===== config.mk =====
export PLATFORM = sky130hd
export DESIGN_NAME = text_console_cell_writer_unit
export DESIGN_NICKNAME = d
export VERILOG_FILES = /design/src/hw/rtl/tccw_pkg.sv /design/src/hw/rtl/tccw_cursor.sv /design/src/hw/rtl/text_console_cell_writer_unit.sv
export SDC_FILE = /design/constraint.sdc
export NUM_CORES = 1
export LEC_CHECK = 0
export BUFFER_PORTS_ARGS = -buffer_cell sky130_fd_sc_hd__buf_2
export CORE_MARGIN = 3
export CORE_UTILIZATION = 25
export CTS_CLUSTER_SIZE = 14
export DETAILED_ROUTE_END_ITERATION = 10
export PLACE_DENSITY_LB_ADDON = 0.1
export SETUP_SLACK_MARGIN = 0.5
export SLEW_MARGIN = 20
export SYNTH_ARGS = -nofsm -noshare
export SYNTH_HDL_FRONTEND = slang
export SYNTH_SLANG_ARGS = --single-unit

===== constraint.sdc =====
create_clock -name clk -period 17.1 [get_ports clk]
set_input_delay 0.855 -clock clk [delete_from_list [all_inputs] [get_ports clk]]
set_output_delay 0.855 -clock clk [all_outputs]
set_load 0.02 [all_outputs]

===== src/hw/rtl/tccw_pkg.sv =====
// Shared types and constants for the text console cell writer.
package tccw_pkg;

  localparam int COL_W  = 7;
  localparam int ROW_W  = 5;
  localparam int ADDR_W = 11;
  localparam int CELL_W = 16;
  localparam int CHAR_W = 8;
  localparam int COLOR_W = 4;
  localparam int CFG_IDX_W = 1;

  localparam logic [COL_W-1:0] COL_MAX = 7'd127;

  localparam logic [CHAR_W-1:0] CHAR_NUL       = 8'h00;
  localparam logic [CHAR_W-1:0] CHAR_BACKSPACE = 8'h08;
  localparam logic [CHAR_W-1:0] CHAR_TAB       = 8'h09;
  localparam logic [CHAR_W-1:0] CHAR_NEWLINE   = 8'h0A;
  localparam logic [CHAR_W-1:0] CHAR_RETURN    = 8'h0D;

  // Blank cell: a space in black on black.
  localparam logic [CELL_W-1:0] CELL_BLANK = 16'h0020;

  localparam logic [CFG_IDX_W-1:0] REG_FOREGROUND = 1'd0;
  localparam logic [CFG_IDX_W-1:0] REG_BACKGROUND = 1'd1;

  localparam logic [COLOR_W-1:0] FG_RESET = 4'd15;
  localparam logic [COLOR_W-1:0] BG_RESET = 4'd0;

  typedef struct packed {
    logic                emit;
    logic [ADDR_W-1:0]   addr;
    logic [CELL_W-1:0]   value;
  } cell_req_t;

endpackage


===== src/hw/rtl/tccw_cursor.sv =====
// Cursor state and per-character step: cursor update and cell write request.
module tccw_cursor import tccw_pkg::*; #(
  parameter int COLUMNS = 80,
  parameter int ROWS    = 25
) (
  input  logic               clk,
  input  logic               rst_n,
  input  logic               advance,
  input  logic [CHAR_W-1:0]  char_byte,
  input  logic [COLOR_W-1:0] fg_color,
  input  logic [COLOR_W-1:0] back_color,
  output cell_req_t          req
);

  localparam logic [COL_W-1:0] LINE_W = COL_W'(COLUMNS);
  localparam logic [ROW_W-1:0] SCREEN_H = ROW_W'(ROWS);
  localparam int FULL_W = COL_W + ROW_W;

  logic [COL_W-1:0] cursor_column_r, cursor_column_nxt;
  logic [ROW_W-1:0] cursor_row_r, cursor_row_nxt;

  logic [COL_W-1:0] col_pre;
  logic [ROW_W-1:0] row_pre;
  logic [COL_W-1:0] col_addr;
  logic [COL_W:0]   tab_sum;
  logic [COL_W:0]   tab_col;
  logic [FULL_W-1:0] addr_full;
  logic             wr;
  logic [CELL_W-1:0] wr_value;

  always_comb begin
    col_pre  = cursor_column_r;
    row_pre  = cursor_row_r;
    // wrap a column at or past the line width before handling the byte
    if (cursor_column_r >= LINE_W) begin
      col_pre = '0;
      if (cursor_row_r < SCREEN_H) row_pre = cursor_row_r + 1'b1;
    end

    tab_sum  = {1'b0, col_pre} + (COL_W+1)'(4);
    tab_col  = tab_sum & ~(COL_W+1)'(3);

    cursor_column_nxt = col_pre;
    cursor_row_nxt    = row_pre;
    col_addr          = col_pre;
    wr                = 1'b0;
    wr_value          = {back_color, fg_color, char_byte};

    case (char_byte)
      CHAR_NUL: begin
        cursor_column_nxt = cursor_column_r;
        cursor_row_nxt    = cursor_row_r;
      end
      CHAR_NEWLINE: begin
        cursor_column_nxt = '0;
        if (row_pre < SCREEN_H) cursor_row_nxt = row_pre + 1'b1;
      end
      CHAR_RETURN: begin
        cursor_column_nxt = '0;
      end
      CHAR_TAB: begin
        cursor_column_nxt = (tab_col > {1'b0, COL_MAX}) ? COL_MAX : tab_col[COL_W-1:0];
      end
      CHAR_BACKSPACE: begin
        if (col_pre != '0) begin
          cursor_column_nxt = col_pre - 1'b1;
          col_addr          = col_pre - 1'b1;
          wr                = 1'b1;
          wr_value          = CELL_BLANK;
        end
      end
      default: begin
        wr = 1'b1;
        if (col_pre < COL_MAX) cursor_column_nxt = col_pre + 1'b1;
      end
    endcase

    addr_full = FULL_W'(row_pre) * FULL_W'(COLUMNS) + FULL_W'(col_addr);

    // drop writes on the row below the screen
    req.emit  = wr && (row_pre < SCREEN_H);
    req.addr  = addr_full[ADDR_W-1:0];
    req.value = wr_value;
  end

  always_ff @(posedge clk) begin
    if (!rst_n) begin
      cursor_column_r <= '0;
      cursor_row_r    <= '0;
    end else if (advance) begin
      cursor_column_r <= cursor_column_nxt;
      cursor_row_r    <= cursor_row_nxt;
    end
  end

  a_row_bound: assert property (@(posedge clk) disable iff (!rst_n)
    cursor_row_r <= SCREEN_H)
    else $error("cursor row past screen height");

  a_nul_holds: assert property (@(posedge clk) disable iff (!rst_n)
    advance && (char_byte == CHAR_NUL) |=> $stable(cursor_column_r) && $stable(cursor_row_r))
    else $error("zero byte moved the cursor");

  a_emit_on_screen: assert property (@(posedge clk) disable iff (!rst_n)
    advance && req.emit |=> cursor_row_r < SCREEN_H)
    else $error("cell write left cursor below screen");

endmodule


===== src/hw/rtl/text_console_cell_writer_unit.sv =====
// Top level of the text console cell writer: input stage, cursor step, result register.
// One character is accepted per cycle while the result port is not stalled; each transfer passes
// an input register, a combinational cursor update and address multiply-add, and a result
// register. Throughput is one character per cycle while out_ready holds, set by the cursor
// register loop. Control bytes other than a backspace that blanks a cell, and writes below the
// last row, give no result. The user is to set colors through the cfg port only while idle;
// the block itself does not enforce this.
module text_console_cell_writer_unit import tccw_pkg::*; #(
  parameter int COLUMNS = 80,
  parameter int ROWS    = 25
) (
  input  logic                 clk,
  input  logic                 rst_n,
  input  logic                 in_valid,
  output logic                 in_ready,
  input  logic [CHAR_W-1:0]    in_char_byte,
  output logic                 out_valid,
  input  logic                 out_ready,
  output logic [ADDR_W-1:0]    out_cell_address,
  output logic [CELL_W-1:0]    out_cell_value,
  input  logic                 cfg_we,
  input  logic [CFG_IDX_W-1:0] cfg_index,
  input  logic [COLOR_W-1:0]   cfg_wdata
);

  logic [COLOR_W-1:0] fg_r, bg_r;
  logic               stage_valid_r;
  logic [CHAR_W-1:0]  stage_char_r;
  logic               out_valid_r;
  logic [ADDR_W-1:0]  out_addr_r;
  logic [CELL_W-1:0]  out_value_r;
  logic               advance;
  cell_req_t          req;

  // advance the staged character when the result slot is free or draining
  assign advance  = stage_valid_r && (!out_valid_r || out_ready);
  assign in_ready = !stage_valid_r || advance;

  always_ff @(posedge clk) begin
    if (!rst_n) begin
      fg_r <= FG_RESET;
      bg_r <= BG_RESET;
    end else if (cfg_we) begin
      case (cfg_index)
        REG_FOREGROUND: fg_r <= cfg_wdata;
        REG_BACKGROUND: bg_r <= cfg_wdata;
        default: ;
      endcase
    end
  end

  always_ff @(posedge clk) begin
    if (!rst_n) begin
      stage_valid_r <= 1'b0;
    end else if (in_ready) begin
      stage_valid_r <= in_valid;
    end
  end

  always_ff @(posedge clk) begin
    if (in_ready && in_valid) stage_char_r <= in_char_byte;
  end

  tccw_cursor #(
    .COLUMNS (COLUMNS),
    .ROWS    (ROWS)
  ) u_cursor (
    .clk        (clk),
    .rst_n      (rst_n),
    .advance    (advance),
    .char_byte  (stage_char_r),
    .fg_color   (fg_r),
    .back_color (bg_r),
    .req        (req)
  );

  always_ff @(posedge clk) begin
    if (!rst_n) begin
      out_valid_r <= 1'b0;
    end else if (advance) begin
      out_valid_r <= req.emit;
    end else if (out_ready) begin
      out_valid_r <= 1'b0;
    end
  end

  always_ff @(posedge clk) begin
    if (advance && req.emit) begin
      out_addr_r  <= req.addr;
      out_value_r <= req.value;
    end
  end

  assign out_valid        = out_valid_r;
  assign out_cell_address = out_addr_r;
  assign out_cell_value   = out_value_r;

  a_stage_holds: assert property (@(posedge clk) disable iff (!rst_n)
    stage_valid_r && !advance |=> stage_valid_r && $stable(stage_char_r))
    else $error("staged character lost while stalled");

  a_fg_write: assert property (@(posedge clk) disable iff (!rst_n)
    cfg_we && (cfg_index == REG_FOREGROUND) |=> fg_r == $past(cfg_wdata))
    else $error("foreground write not taken");

  a_out_holds: assert property (@(posedge clk) disable iff (!rst_n)
    out_valid_r && !out_ready |=> out_valid_r && $stable(out_addr_r) && $stable(out_value_r))
    else $error("pending cell write changed while stalled");

endmodule

==> flow_summary.rst <==
.. list-table::
   :header-rows: 1

   * - Metric
     - Value
   * - WL per Instance
     - around 15 um
   * - Horizontal die dimension
     - 122 um
   * - Most frequent cell after synthesis
     - sky130_fd_sc_hd__edfxtp_1
   * - Routed WL
     - 8130 um
   * - TritonCTS clock tree
     - done
   * - Sequential element share of the synthesized area
     - 44.5%
   * - I/O Buffers
     - 46
   * - Count of cells resized by post-cts repair
     - 0
   * - Result of the run
     - finished, final reports clean
   * - Number of max-cap violations
     - 0
   * - Worst-Margin Slew
     - 0.746 ns
   * - Arrival time reported for the critical path endpoint
     - 3.63 ns
   * - First-pass GRT wire length
     - between 10,000 and 15,000 um
   * - Cell chain of the critical path
     - o21ai_4 -> nand2_1 -> ha_1 -> inv_1 -> a221oi_2 -> nand2_1 -> xnor2_1 -> ha_1 -> inv_1 -> fa_1 -> nor2b_1 -> o21ai_0 -> nor3_1 -> xnor2_1
   * - Clock latency on the worst-skew pair
     - 0.32 ns
   * - Count of final hold-check violations
     - 0
   * - Filler-free cell count of the finished design
     - 545
   * - Post-route fraction of the period consumed by the critical path
     - 20.8%
   * - Critical Path Start Type
     - register
   * - Achievable Freq
     - 281 MHz
   * - Setup-violating endpoint count in the final report
     - 0
   * - Number of synthesized flops with an enable pin
     - 35
   * - Critical path endpoint category
     - register
   * - Final-report max-slew violation count
     - 0
   * - Overflow left after global routing
     - 0
   * - Leak
     - 1.59 nW
   * - Number of buffers inserted by hold repair at cts
     - 0
   * - Max Root-Sink Buffers
     - 2
   * - CP max-delay cell
     - sky130_fd_sc_hd__dfxtp_1
   * - Async set-reset flop share out of synthesis
     - 0%
   * - Number of antenna violations at the first check in global routing
     - 0
   * - Count of different cell masters after synthesis
     - 63
   * - Final Cell Area
     - 3990 um2
   * - Setup repair after global routing missed its margin
     - false
   * - IR drop worst, VDD
     - around 0.000045 V
   * - Total negative slack
     - 0 ns
   * - Number of detailed-routing iterations run before antenna repair
     - 6
   * - ANT cells
     - 0
   * - Clock net sink count
     - 57
   * - Ratio of cells with drive above 1 in the final layout
     - 20.6%
   * - Largest area contributor in the netlist
     - sky130_fd_sc_hd__edfxtp_1
   * - Clock Root Buffer
     - sky130_fd_sc_hd__clkbuf_16
   * - Pwr Density
     - roughly 97 nW/um2
   * - Post-Synthesis Cells
     - 334
   * - # Post-CTS Setup Buffers
     - 0
   * - Die outline height
     - 122 um
   * - Mean instance size in the synthesized netlist
     - 10.0 um2
   * - Via count of the first global-routing pass
     - 2,482
   * - Max Clock Skew
     - between 0.009 and 0.01 ns
   * - Slew margin rel.
     - 50.1%
   * - Crit path kind
     - register to register
   * - Cell area after placement
     - 3700 um2
   * - Post-layout minimum cycle time
     - 3.56 ns
   * - Ys flop type
     - sky130_fd_sc_hd__edfxtp_1
   * - Number of instances in the placed design
     - 530
   * - Flip-flop and latch count after synthesis
     - 57
   * - Total DRC errors in the routed layout
     - 0
   * - Overall via count from detail_route
     - 2,611
   * - Die Footprint
     - 14,800 um2
   * - Reg clk slew, reported paths
     - 0.05 ns
   * - Count of antenna-violating nets left after detailed routing
     - 0
   * - Global router's overall resource usage
     - 11.2%
   * - Number of rows created at floorplan
     - 41
   * - Largest driver fanout on the critical path
     - 10
   * - Class of the most critical hold timing path
     - register to register
   * - Core area
     - 12,900 um2
   * - Critical Path RT
     - 17.17 ns
   * - Synthesis Warnings
     - 0
   * - Top area cells in the synthesized netlist
     - sky130_fd_sc_hd__edfxtp_1, sky130_fd_sc_hd__dfxtp_1, sky130_fd_sc_hd__ha_1
   * - Initial DRC count
     - ~320
   * - Area overhead of the layout relative to synthesis
     - 18.9%
   * - Ports placed on the boundary
     - 47
   * - Max incr delay on CP
     - between 0.6 and 0.7 ns
   * - Final weighted congestion in routability-driven placement
     - roughly 0.9
   * - Post-detailed-placement half-perimeter wirelength
     - 5940 um
   * - Nets@finish
     - 405
   * - CTS H-tree depth
     - 3
   * - Largest net degree at the start of global routing
     - 28
   * - Leading cell types by count after synthesis
     - sky130_fd_sc_hd__edfxtp_1, sky130_fd_sc_hd__nand2_1, sky130_fd_sc_hd__a21oi_1, sky130_fd_sc_hd__dfxtp_1, sky130_fd_sc_hd__o21ai_0
   * - Area of the mapped netlist
     - 3350 um2
   * - Initial standard-cell utilization of the core
     - 26.0%
   * - Fraction of post-synthesis cell area in the top cell type by area
     - around a third
   * - Via count normalized by instance count
     - 4.79
   * - Number of nets produced by synthesis
     - 370
   * - Number of clock buffers inserted by TritonCTS
     - 9
-- layer usage --
layer,global-route usage (%),wire (um),vias to the layer above
met2,18.1,3770,76
met3,1.95,363,11
met4,4.90,201,0
met1,14.8,3800,1228
met5,0,0,-
li1,-,-,1296
-- cells by family after synthesis --
kind of cell             Yosys count  share of synthesized area, %
AO/OA/AOI/OAI                     90                          19.8
XOR/XNOR                          15                          3.92
adder cells (fa/ha/maj)           18                          7.17
buffers and inverters             43                          5.75
flip-flops                        57                          44.5
multiplexers                       9                          2.76
AND/OR/NAND/NOR                  102                          16.1
-- layout by cell type, fill, tap and decap left out, drive strengths merged, types with 5 or more instances in the layout --
cell,netlist,routed
and3,6,6
nand3,16,16
mux2i,7,7
o211ai,5,5
nor2,9,9
dfxtp,22,22
edfxtp,35,35
o21ai,21,21
clkbuf,14,9
ha,16,16
nand4,5,5
a21oi,23,23
inv,18,18
nor2b,15,15
nand2,30,30
buf,11,49
xnor2,12,12
a31oi,6,6
-- critical path: cells and delay by family, from the launching register on --
kind            cells  cell delay (ns)
flops               1             0.65
simple gates        4             0.68
xor+xnor            2             0.29
compound gates      3             0.62
fa+ha+maj           3             0.90
buf+inv             2             0.15
-- registers in the layout (all words and copies together) (netlist names) --
register / cells
out_cell_value: 16
out_cell_address: 11
stage_char_r: 8
u_cursor.cursor_column_r: 7
u_cursor.cursor_row_r: 5
bg_r: 4
fg_r: 4
out_valid: 1
stage_valid_r: 1
-- metrics by stage --
stage | hold slack (ns) | setup WS [ns] | utilization [%] | total power [mW]
finish | 0.450 | 13.54 | 31.0 | 0.386
global route | 0.473 | 13.30 | 31.0 | 0.403
CTS | 0.454 | 13.55 | 31.0 | 0.391
detailed placement | 0.447 | 13.56 | 28.7 | 0.215
global placement | 0.444 | 13.69 | 28.7 | 0.217
floorplan | 0.432 | 10.73 | - | 0.201
-- area by class of cell --
type | count | area, um2
Timing Repair Buffer | 49 | 253
Multi-Input combinational cell | 234 | 1670
Clock buffer | 9 | 225
Fill cell | 1337 | 8890
Sequential cell | 57 | 1490
Clock inverter | 6 | 60.1
Tap cell | 172 | 215
Inverter | 18 | 67.6
-- power breakdown --
part | switching, mW | internal [mW] | leakage, nW
Clock | 0.0623 | 0.111 | 0.139
Sequential | 0.00753 | 0.155 | 0.510
Combinational | 0.0304 | 0.0198 | 0.939
-- final timing paths --
| path | start | endpoint | slack [ns] | cells past startpoint |
|---|---|---|---|---|
| hold reg to reg | bg_r[3] | bg_r[3] | 0.45 | 2 |
| hold / removal | bg_r[3] | bg_r[3] | 0.45 | 2 |
| setup reg to reg | u_cursor.cursor_column_r[6] | out_cell_address[10] | 13.54 | 14 |
| setup / recovery | u_cursor.cursor_column_r[6] | out_cell_address[10] | 13.54 | 14 |
(Power assumes the default switching activity.)
